### config.mk
export PLATFORM = sky130hd
export DESIGN_NAME = waas_queue
export DESIGN_NICKNAME = d
export VERILOG_FILES = /design/src/rtl/waas_queue.sv
export SDC_FILE = /design/constraint.sdc
export NUM_CORES = 1
export LEC_CHECK = 0
export BUFFER_PORTS_ARGS = -buffer_cell sky130_fd_sc_hd__buf_2
export CORE_UTILIZATION = 51
export CTS_CLUSTER_DIAMETER = 50
export CTS_CLUSTER_SIZE = 30
export DETAILED_ROUTE_END_ITERATION = 10
export PLACE_DENSITY = 0.75
export SKIP_CTS_REPAIR_TIMING = 1
export SLEW_MARGIN = 5
export SYNTH_ARGS = -nofsm -noshare
export SYNTH_HDL_FRONTEND = slang
export SYNTH_SLANG_ARGS = --single-unit
### constraint.sdc
create_clock -name i_clk -period 1.8 [get_ports i_clk]
set_input_delay 0.18 -clock i_clk [delete_from_list [all_inputs] [get_ports i_clk]]
set_output_delay 0.18 -clock i_clk [all_outputs]
set_load 0.05 [all_outputs]
### src/rtl/waas_queue.sv
// Two-entry queue carrying requests from the front part to the back part.
module waas_queue #(
    parameter int WIDTH = 17
) (
    input  logic             i_clk,
    input  logic             i_rst_n,
    input  logic             i_push,
    input  logic [WIDTH-1:0] i_data,
    output logic             o_full,
    input  logic             i_pop,
    output logic             o_empty,
    output logic [WIDTH-1:0] o_data
);
    logic [WIDTH-1:0] r_slot [2];
    logic             r_wp;
    logic             r_rp;
    logic [1:0]       r_cnt;

    always_ff @(posedge i_clk) begin
        if (!i_rst_n) begin
            r_wp  <= 1'b0;
            r_rp  <= 1'b0;
            r_cnt <= 2'd0;
        end else begin
            if (i_push) begin
                r_wp <= ~r_wp;
            end
            if (i_pop) begin
                r_rp <= ~r_rp;
            end
            r_cnt <= r_cnt + {1'b0, i_push} - {1'b0, i_pop};
        end
        if (i_push) begin
            r_slot[r_wp] <= i_data;
        end
    end

    assign o_full  = r_cnt[1];
    assign o_empty = (r_cnt == 2'd0);
    assign o_data  = r_slot[r_rp];
endmodule

== Word-level counts from Yosys, hierarchy flattened ==
Memory sizes are Yosys's and may differ from the RTL's. A register that Yosys moved wholly into a read port is not among the register bits.
Index checks and enable logic that the tools add are counted.

* Add/subtract/negate cells: 2
* Multiply operators: 0
* Div/mod/pow operators: 0
* $lt $le $gt $ge: 0
* Equal/unequal tests: 0
* Shift operators: 0
* Muxes and demuxes: 4
* Bitwise gates (word level): 2
* Reduce and logical (&&, ||, !) cells: 1

{| class="wikitable"
|+ Operators with widths
! operator !! count
|-
| 1-bit 2-to-1 mux || 4
|-
| 2-bit by 1-bit adder with 2-bit output || 1
|-
| 2-bit logical NOT || 1
|-
| 1-bit inverter || 2
|-
| 2-bit by 1-bit subtractor with 2-bit output || 1
|}

* Register bits: 4
* Bits in latches: 0
* RAM bits: 34
* ROM bits: 0
* Memories: 1

{| class="wikitable"
|+ Memory list
! memory !! words !! bits a word !! rd ports !! clocked after Yosys merged registers in !! write ports !! line !! RTL
|-
| r_slot || 2 || 17 || 1 || 1 || 1 || 14 || <nowiki>logic [WIDTH-1:0] r_slot [2];</nowiki>
|}

== Depth between registers and ports, before layout ==
* Depth after elaboration: 3
* Mapped depth: 6
* Mapped depth without buffers: 6

== Least setup slack after synthesis ==
OpenSTA, ideal clock, no wires.

* Path kind: register -> register
* Start point: reg r_wp
* End point: mem r_slot[0][0] (enable)
* Data arrival time: 1.122 ns
* Setup slack: 0.284 ns
* Cell stages (with the launch flop): 2
* Cells stage by stage: dfxtp_1 -> nor2b_1

{| class="wikitable"
|+ RTL lines
! element !! line !! RTL
|-
| start: declaration || 15 || <nowiki>logic r_wp;</nowiki>
|-
| start signal: assignment || 26 || <nowiki>r_wp <= ~r_wp;</nowiki>
|-
| end: declaration || 14 ||
|}

Straight into the memory's write port.

==> parameters.txt <==
Parameter                              Value

Finish
  Count of inserted antenna diode cells ... 0
  P&R area growth vs syn ... 20.4%
  Multi-input gate area in the final layout ... 343 µm²
  Layout cell share with drive strength beyond 1 ... 0.553
  Post-route standard cell area excluding fillers ... 1810 µm²
  # nets final ... 145
  Area of all sequential standard cells ... 1120 µm²
  FILL cells ... 204

Floorplanning
  Number of standard-cell rows in the floorplan ... 19
  Area of the core region ... 2780 µm²
  I/O pin count ... 40
  Starting Density ... 0.539
  Die height ... 56.2 µm
  Die area ... 3160 µm²
  Die X-Extent ... 56.2 µm

Placement
  Post-detailed-placement cell area ... 1740 µm²
  HPWL after detailed placement ... 1680 µm
  I/O Buffers ... 39
  Weighted congestion reported at the end of routability-driven placement ... 0.683

STA
  Hold slack final ... 0.0298 ns
  Fmax ... 595 MHz
  Endpoints failing setup ... 0
  Final period utilization ... 0.934
  Post-route minimum period ... 1.68 ns
  Aggregate negative setup slack ... 0 ns
  Slew @ Worst Pin ... 0.327 ns
  Setup repair after global routing missed its margin ... false
  Worst Skew ... 0.00634 ns
  Max-slew violations ... 0
  Number of endpoints with negative hold slack in the final report ... 0
  Slew headroom ... 0.782

Critical path
  Worst reg-to-reg path cell count ... 2
  Classification of the worst setup path ... reg2out
  Kind of start point of the critical path ... flop
  Worst reg2reg path endpoint ... r_slot[1][6]
  Setup slack, reg-to-reg ... 0.53 ns
  Cell chain of the critical path ... buf_4, mux2_2, buf_2
  Required time at the worst-slack endpoint ... 1.62 ns
  Critical path fanouts, max ... 11
  Element type at the critical path end ... output port
  FF-to-FF Start ... r_wp
  Delay of the slowest cell on the worst path ... 0.36 ns
  Slowest-stage cell, CP ... sky130_fd_sc_hd__mux2_2
  Critical Path AT ... 1.50 ns

Route
  Post-DR vias/cell ... 5.07
  DRC violation count after routing ... 0
  Post-DR wirelength/cell ... 15.1 µm
  Router iterations before antenna repair ... 4
  Drt total wl ... 2330 µm
  Vias after detailed routing ... 781
  ANT nets after route ... 0
  Detailed router's first-iteration violation count ... 24

Synth
  Most common cell in the netlist ... sky130_fd_sc_hd__edfxtp_1
  Cell area after synthesis ... 1500 µm²
  Number of storage elements in the synthesis netlist ... 39
  Fraction of post-synthesis cell area in the top cell type by area ... 0.681
  Post-synth EDFFs ... 34
  Cell types occupying the most area after synthesis ... sky130_fd_sc_hd__edfxtp_1 (68%), sky130_fd_sc_hd__mux2_4 (10%), sky130_fd_sc_hd__dfxtp_1 (6.7%)
  Commonest cells in the netlist ... sky130_fd_sc_hd__edfxtp_1 (34), sky130_fd_sc_hd__mux2_4 (10), sky130_fd_sc_hd__mux2_2 (7)
  Async SR Flop Fraction ... 0
  Mean post-synth cell area ... 20.6 µm²
  Share of the yosys chip area belonging to registers ... 0.747
  Most area-hungry cell type in the Yosys netlist ... sky130_fd_sc_hd__edfxtp_1
  Mapped Nets ... 96
  Top FF cell, synth ... sky130_fd_sc_hd__edfxtp_1
  Number of standard cells after synthesis ... 73
  Yosys cell types ... 14
  Count of warnings emitted by yosys ... 0

Run
  # Max-Cap Violations ... 0

Global routing
  First-pass GRT wire length ... 3700 µm
  Maximum number of pins on one net before global-route repair ... 19
  Global-route usage over all layers ... 0.162
  Vias in the first global route ... 825
  Initial antenna violation count ... 0
  Overall overflow remaining after global route ... 0

Clock network
  Clock transition at path regs ... 0.11 ns
  H-tree Lvls ... 2
  Clock tree from TritonCTS ... done
  Number of buffers created by CTS ... 5
  TritonCTS Sinks ... 39
  Worst skew pair latency ... 0.33 ns
  Maximum root-to-sink buffer count ... 2
  Master cell of the clock root buffer ... sky130_fd_sc_hd__clkbuf_4

Power
  Relative contribution of combinational cells to total power ... 0.222
  Fraction of power consumed by sequential logic ... 0.550
  Switching component of the power ... 0.554 mW
  Worst-case vdd ir drop ... 0.00102 V
  Relative contribution of the clock network to total power ... 0.228
  Tot Pwr ... 1.93 mW
  Leakage dissipation ... 0.740 nW
  P per Cell Area ... 1070 nW/µm²
  Switching share of power ... 0.287
  Cell internal power dissipation ... 1.38 mW

Hold path
  Origin of the worst min-delay path ... i_data[16]
  Depth of the worst hold-timing path ... 1
  Endpoint with the worst hold slack ... r_slot[0][16]
  HP Class ... in2reg

Outcome
  Status ... complete, no violations
## cell usage in the layout, fill, tap and decap left out, drive strengths merged
cell and n:
mux2 17, clkinv 1, buf 43, xor2 1, xnor3 1, clkbuf 7, nor2 1, nor2b 3
inv 2, edfxtp 34, dfxtp 5, dlygate4sd3 1, ha 2, and2 4, o21a 1
## metal layers
metal / vias up / global-route usage / part of all wire
li1: 372 / - / -
met1: 382 / 0.185 / 0.38
met2: 23 / 0.281 / 0.57
met3: 4 / 0.0628 / 0.040
met4: 0 / 0.0523 / 0.013
met5: - / 0 / 0
## cells by family after synthesis
logic type,synth area share
DFF,0.747
muxes,0.153
and+or+nand+nor,0.0317
buffers and inverters,0.0259
xor gates and xnor gates,0.0209
adders and majority gates,0.0167
AOI/OAI and AO/OA,0.00501
## layout make-up
cell class	count	area share
repair buffers	44	0.130
multi-input cells	30	0.190
clock buffers	7	0.0305
well taps	31	0.0215
inverters	2	0.00416
clock inverters	1	0.00277
flip-flops and latches	39	0.621
## power groups by stage
stage               logic [mW]  registers [mW]  clock network, mW
finish                   0.429            1.06              0.441
CTS                      0.433            1.07              0.461
floorplan                0.321            1.10                  0
detailed placement       0.432            1.09                  0
global route             0.452            1.07              0.497
global placement         0.421            1.08                  0
## per-stage QoR
stage                      util  setup WS (ns)  std cells
final                     0.649          0.118        154
after global routing      0.649         0.0408        154
after CTS                 0.646         0.0933        153
after detailed placement  0.624          0.479        145
after global placement    0.624          0.524        145
after floorplan               -          0.284         73
## worst max path at each step
| stage | startpoint | endpoint | cells after the start | slack (ns) |
|---|---|---|---|---|
| floorplan | r_wp | r_slot[0][0] | 1 | 0.28 |
| global placement | flop | o_data[16] | 3 | 0.52 |
| detailed placement | flop | o_data[16] | 3 | 0.48 |
| CTS | flop | o_data[16] | 3 | 0.09 |
| global route | flop | o_data[16] | 3 | 0.04 |
| finish | flop | o_data[16] | 3 | 0.12 |
## critical path: cells and delay by family, from the launching register on
family                 cells  cell delay, ns
flip-flops                 1            0.35
buffers and inverters      2            0.45
multiplexers               1            0.36
## flip-flops by register name, indices dropped and copies added (netlist names), named ones only
name and count:
r_slot 34, r_cnt 2, r_rp 1, r_wp 1
Note: power is estimated with default switching activity, not from simulation.
