--- src/rtl/waas_pkg.sv ---
// Package: shared types, constants and state encodings for the window average angle sensor.
package waas_pkg;

    localparam int WINDOW_MAX_DEF  = 256;
    localparam int SAMPLE_BITS_DEF = 16;

    localparam int CFG_IDX_BITS  = 3;
    localparam int CFG_DATA_BITS = 16;

    localparam logic [CFG_IDX_BITS-1:0] REG_WINDOW_SIZE = 3'd0;
    localparam logic [CFG_IDX_BITS-1:0] REG_SQUARE_COEF = 3'd1;
    localparam logic [CFG_IDX_BITS-1:0] REG_LINEAR_COEF = 3'd2;
    localparam logic [CFG_IDX_BITS-1:0] REG_OFFSET_COEF = 3'd3;
    localparam logic [CFG_IDX_BITS-1:0] REG_WOBBLE      = 3'd4;
    localparam logic [CFG_IDX_BITS-1:0] REG_REPORT      = 3'd5;

    localparam logic [8:0]  WINDOW_RST = 9'd125;
    localparam logic [15:0] SQUARE_RST = 16'd1481;
    localparam logic [15:0] LINEAR_RST = 16'd10834;
    localparam logic [15:0] OFFSET_RST = 16'd426;
    localparam logic [8:0]  WOBBLE_RST = 9'd2;
    localparam logic [15:0] REPORT_RST = 16'd819;

    localparam logic [12:0] DEGREE_FULL = 13'd5760;

    typedef struct packed {
        logic [15:0] sample;
        logic        force_report;
    } t_in;

    typedef struct packed {
        logic [15:0] avg_volts;
        logic [12:0] degree;
        logic        jumped;
        logic        report;
    } t_out;

    typedef enum logic [2:0] {
        ST_IDLE,
        ST_READ,
        ST_DIV,
        ST_MUL,
        ST_SUM,
        ST_OUT
    } t_back_state;

endpackage

--- src/rtl/waas_front.sv ---
// Front part: accept samples, flag them for the ring while the window fills, queue the rest.
module waas_front (
    input  logic          i_clk,
    input  logic          i_rst_n,
    input  logic          i_valid,
    output logic          o_stall,
    input  logic [8:0]    i_eff_n,
    input  logic          i_restart,
    input  logic          i_q_full,
    output logic          o_push,
    output logic          o_fill_write,
    output logic          o_window_full
);
    import waas_pkg::*;

    logic [8:0] r_fill;
    logic       r_full;
    logic       acc;

    assign o_stall       = r_full & i_q_full;
    assign acc           = i_valid & ~o_stall;
    assign o_push        = acc & r_full;
    assign o_fill_write  = acc & ~r_full;
    assign o_window_full = r_full;

    always_ff @(posedge i_clk) begin
        if (!i_rst_n || i_restart) begin
            r_fill <= '0;
            r_full <= 1'b0;
        end else if (o_fill_write) begin
            r_fill <= r_fill + 9'd1;
            if (r_fill + 9'd1 >= i_eff_n) begin
                r_full <= 1'b1;
            end
        end
    end
endmodule

--- config.mk ---
export PLATFORM = sky130hd
export DESIGN_NAME = waas_front
export DESIGN_NICKNAME = d
export VERILOG_FILES = /design/src/rtl/waas_pkg.sv /design/src/rtl/waas_front.sv
export SDC_FILE = /design/constraint.sdc
export NUM_CORES = 1
export LEC_CHECK = 0
export BUFFER_PORTS_ARGS = -buffer_cell sky130_fd_sc_hd__buf_2
export CAP_MARGIN = 20
export CELL_PAD_IN_SITES_DETAIL_PLACEMENT = 1
export CELL_PAD_IN_SITES_GLOBAL_PLACEMENT = 1
export CORE_UTILIZATION = 30
export CTS_CLUSTER_SIZE = 40
export DETAILED_ROUTE_END_ITERATION = 6
export PLACE_DENSITY = 0.62
export RECOVER_POWER = 50
export SYNTH_ARGS = -nofsm -noshare
export SYNTH_HDL_FRONTEND = slang
export SYNTH_SLANG_ARGS = --single-unit
export TNS_END_PERCENT = 50
--- constraint.sdc ---
create_clock -name i_clk -period 4.1 [get_ports i_clk]
set_input_delay 0.41 -clock i_clk [delete_from_list [all_inputs] [get_ports i_clk]]
set_output_delay 0.41 -clock i_clk [all_outputs]
set_load 0.03 [all_outputs]
==> After elaboration in Yosys (flattened, before gate mapping) <==
Index checks and enable logic that the tools add are counted.
W data, S select, Z words.
{ "op_classes": {"n_addsub": 1, "n_lt_le_gt_ge": 1, "n_bitwise": 6, "reduce_logical": 3} }
{ "op_table": {"columns": ["cell", "n"], "rows": [
  ["$add A9 B1 Y9 const B", 1],
  ["$ge A9 B9 Y1", 1],
  ["$and A1 B1 Y1", 4],
  ["$not A1 Y1", 2],
  ["$reduce_and A2 Y1", 1],
  ["$logic_not A1 Y1", 1],
  ["$logic_or A1 B1 Y1", 1]
]} }
{ "word_totals": {"ff_bits": 10, "output_inout_bits": 4, "word_cells": 13} }

==> Longest topological paths before layout <==
{ "depth": {"word_depth": 5, "depth_mapped": 9, "depth_no_buf": 9} }

==> Worst setup path after synthesis <==
Ideal clock, no wire load.
{ "synth_timing": {"path_type": "reg2reg", "startpoint": "register r_fill[0]", "endpoint": "register r_full (netlist: o_window_full)", "arrival_ns": 2.009, "setup_slack_ns": 1.956, "stages_incl_launch_ff": 10, "path_buffers": 0, "synth_period_minus_slack_ns": 2.144, "cell_sequence": "dfxtp_1 -> ha_1 -> nand3_2 -> nor3_1 -> xor2_1 -> ha_1 -> nand4_1 -> nor2_1 -> a2111oi_0 -> a211oi_1"} }
{ "synth_between": {"elab_chain_cells": 3} }
{ "synth_rtl": {"columns": ["element", "line", "rtl"], "rows": [
  ["start, declared", "waas_front.sv:16", "logic [8:0] r_fill;"],
  ["start signal, assigned", "waas_front.sv:31", "r_fill <= r_fill + 9'd1;"],
  ["$add A9 B1 Y9", "waas_front.sv:32", "if (r_fill + 9'd1 >= i_eff_n) begin"],
  ["$ge A9 B9 Y1", "waas_front.sv:32", null],
  ["$reduce_and A2 Y1 (no line)", null, null],
  ["end signal, assigned", "waas_front.sv:29", "r_full <= 1'b0;"],
  ["end signal, assigned", "waas_front.sv:33", "r_full <= 1'b1;"],
  ["end, declared", "waas_front.sv:17", "logic r_full;"]
]} }
Every way passes these cells.
A chain may end at the register's enable or synchronous reset.

==> Final worst setup path <==
Ends and elaborated chain as after synthesis.

==> impl_metrics.py <==
metrics = {
    "yosys": {
        "async_flop_share": 0,
        "synth_area_per_cell_um2": 8.11,
        "synth_cell_types": 27,
        "ys_seq_area_frac": 0.263,
        "syn_area_um2": 762,
        "ys.warnings.count": 0,
        "synth_cells": 94,
        "synth_ff_type": "dfxtp_1",
        "synth_edf_count": 0,
        "synth_nets": 118,
        "synth-seq-cells": 10,
    },
    "flow_run": {
        "drv_cap": 0,
    },
    "cells_and_area": {
        "fin_nets": 138,
        "num_antenna_cells": 0,
        "area_growth_pct": 17.9,
        "stdcell_count": 141,
        "drive_gt1_frac": 0.186,
        "final_common_cell": "buf_2",
        "final_cell_mix": "buf_2, nor2_1, inv_1, ha_1, dfxtp_1",
    },
    "grt": {
        "grt_antenna_before_repair": 0,
        "grt_pass1_wl_um": 2700,
        "grt_max_degree": 11,
        "gr-total-overflow": 0,
        "first_global_vias": 667,
        "grt_usage": 0.140,
    },
    "timing": {
        "post-route-min-period_ns": 2.38,
        "min_period_over_period": 0.581,
        "slew-limit-headroom": 0.709,
        "tightest_slew_ns": 0.436,
        "setup_violations": 0,
        "layout_setup_ws_ns": 1.72,
        "fin_setup_tns_ns": 0,
        "max_freq_mhz": 420,
        "finalClockSkew_ns": 0.00215,
        "rsz0062_at_grt": "no",
        "maxSlewViolCount": 0,
        "hold_viol": 0,
    },
    "routing": {
        "drt-pass1-iter-count": 4,
        "dr_wl_met2_um": 686,
        "antenna_left": 0,
        "dr_wl_met3_um": 73,
        "drt_wl_total_um": 1520,
        "met1_length_um": 738,
        "drt-initial-drc-count": 8,
        "avgViaCountPerCell": 4.87,
        "vias": 686,
        "wl_per_cell_um": 10.8,
        "drc": 0,
        "maxUsedRoutingLayer": "met4",
    },
    "clock_network": {
        "cts_resized": 0,
        "clk_latency_ns": 0.28,
        "cts.reportedPaths.clkPinSlew_ns": 0.07,
        "numCtsBuffers": 3,
        "cts_sinks": 10,
        "cts_setup_buffers": 0,
        "ctsRootBufferMaster": "clkbuf_4",
        "h-tree-depth": 1,
        "ctsHoldBuffers": 0,
        "cts_tree": "built",
        "clk_path_buf_depth": 2,
    },
    "worst_setup_path": {
        "critical_path_class": "register to register",
        "path_cells": "ha_1 > nand3_2 > nor3_1 > xor2_1 > ha_1 > nand4_1 > nor2_1 > a2111oi_0 > a211oi_1",
        "critPathArrivalTime_ns": 2.53,
        "cp-end-kind": "register",
        "critPathSlowestCell": "dfxtp_1",
        "cp_common_cell": "ha_1",
        "critPathMaxStageDelay_ns": 0.42,
        "critPathTopFamily": "simple AND/OR/NAND/NOR gates",
        "cp_num_buf_inv": 0,
        "cp-start-kind": "register",
        "cp_max_fo": 7,
        "worstPathRequired_ns": 4.25,
    },
    "die": {
        "dieArea_um2": 2750,
        "num_rows": 17,
        "initial_utilization": 0.332,
        "die_width_um": 52.4,
        "pin_count": 18,
        "die-height_um": 52.4,
        "coreArea_um2": 2300,
    },
    "place": {
        "place_congestion": 0.719,
        "dp_hpwl_um": 1210,
        "placed_cells": 137,
        "numPortBuffers": 17,
        "dp_slack_ns": 1.68,
    },
    "power": {
        "ir_drop_mv": 0.203,
        "pwr_density_cell_nw_per_um2": 240,
        "cellLeakagePower_nw": 0.427,
    },
    "min_path": {
        "hp-class": "primary input to register",
    },
    "status": {
        "status": "finished, final reports clean",
    },
}
==> cell families (layout without fill, tap and decap cells) <==
group / after synthesis / count (layout) / share of synthesized area
AO/OA/AOI/OAI: 11 / 11 / 0.0837
flip-flops: 10 / 10 / 0.263
buffers and inverters: 12 / 31 / 0.0640
XOR/XNOR: 13 / 13 / 0.149
AND/OR/NAND/NOR: 38 / 38 / 0.276
adder cells (fa/ha/maj): 10 / 10 / 0.164
==> sequential cells by signal (all words and copies together), names as in the netlist <==
name / flops
o_window_full: 1
r_fill: 9
==> layout make-up <==
type	count	area, µm²
fillers	302	1400
repair buffers	17	82.6
multi-input cells	72	507
well taps	28	35.0
clock buffers	4	36.3
flip-flops and latches	10	200
inverters	10	37.5
==> synthesized netlist by cell type (2+ instances only) <==
| library cell | count | area [µm²] |
|---|---|---|
| a21oi_1 | 5 | 25.0 |
| nor3_1 | 2 | 10.0 |
| ha_1 | 10 | 125 |
| nor2_1 | 12 | 45.0 |
| dfxtp_1 | 10 | 200 |
| o21ai_0 | 3 | 15.0 |
| xnor2_1 | 7 | 61.3 |
| nand2_1 | 8 | 30.0 |
| nand3_1 | 3 | 15.0 |
| nand2b_1 | 2 | 12.5 |
| xor2_1 | 6 | 52.6 |
| inv_1 | 9 | 33.8 |
| or3_1 | 3 | 18.8 |
==> power by group <==
part | internal, mW | total, mW | switching, mW
combinational | 0.0102 | 0.0228 | 0.0127
sequential | 0.0977 | 0.0987 | 0.000961
clock | 0.0541 | 0.0942 | 0.0401
==> layer usage <==
layer,global-route usage,up-vias
met4,0.0658,0
li1,-,353
met5,0,-
met2,0.226,13
met1,0.157,316
met3,0.0609,4
==> final timing paths <==
kind	startpoint	end	slack, ns	cells after the start
min reg2reg	r_fill[1]$_SDFFE_PP0P_	r_fill[1]$_SDFFE_PP0P_	0.50	2
max	r_fill[0]$_SDFFE_PP0P_	o_window_full$_SDFFE_PP0P_	1.72	9
min	i_valid	o_window_full$_SDFFE_PP0P_	0.43	3
max reg2reg	r_fill[0]$_SDFFE_PP0P_	o_window_full$_SDFFE_PP0P_	1.72	9
==> worst min-delay path: stages <==
cell and delay, ns:
buf_2 0.11, nor2_1 0.08, a211oi_1 0.05
==> stage by stage <==
stage                     hold slack [ns]   util  power, mW  area (µm²)
final                               0.426  0.391      0.216         898
after global routing                0.452  0.391      0.229         898
after CTS                           0.415  0.395      0.222         907
after detailed placement            0.494  0.379      0.125         871
after global placement              0.492  0.379      0.124         871
after floorplan                     0.467      -      0.115         762
Note: power is estimated with default switching activity, not from simulation.
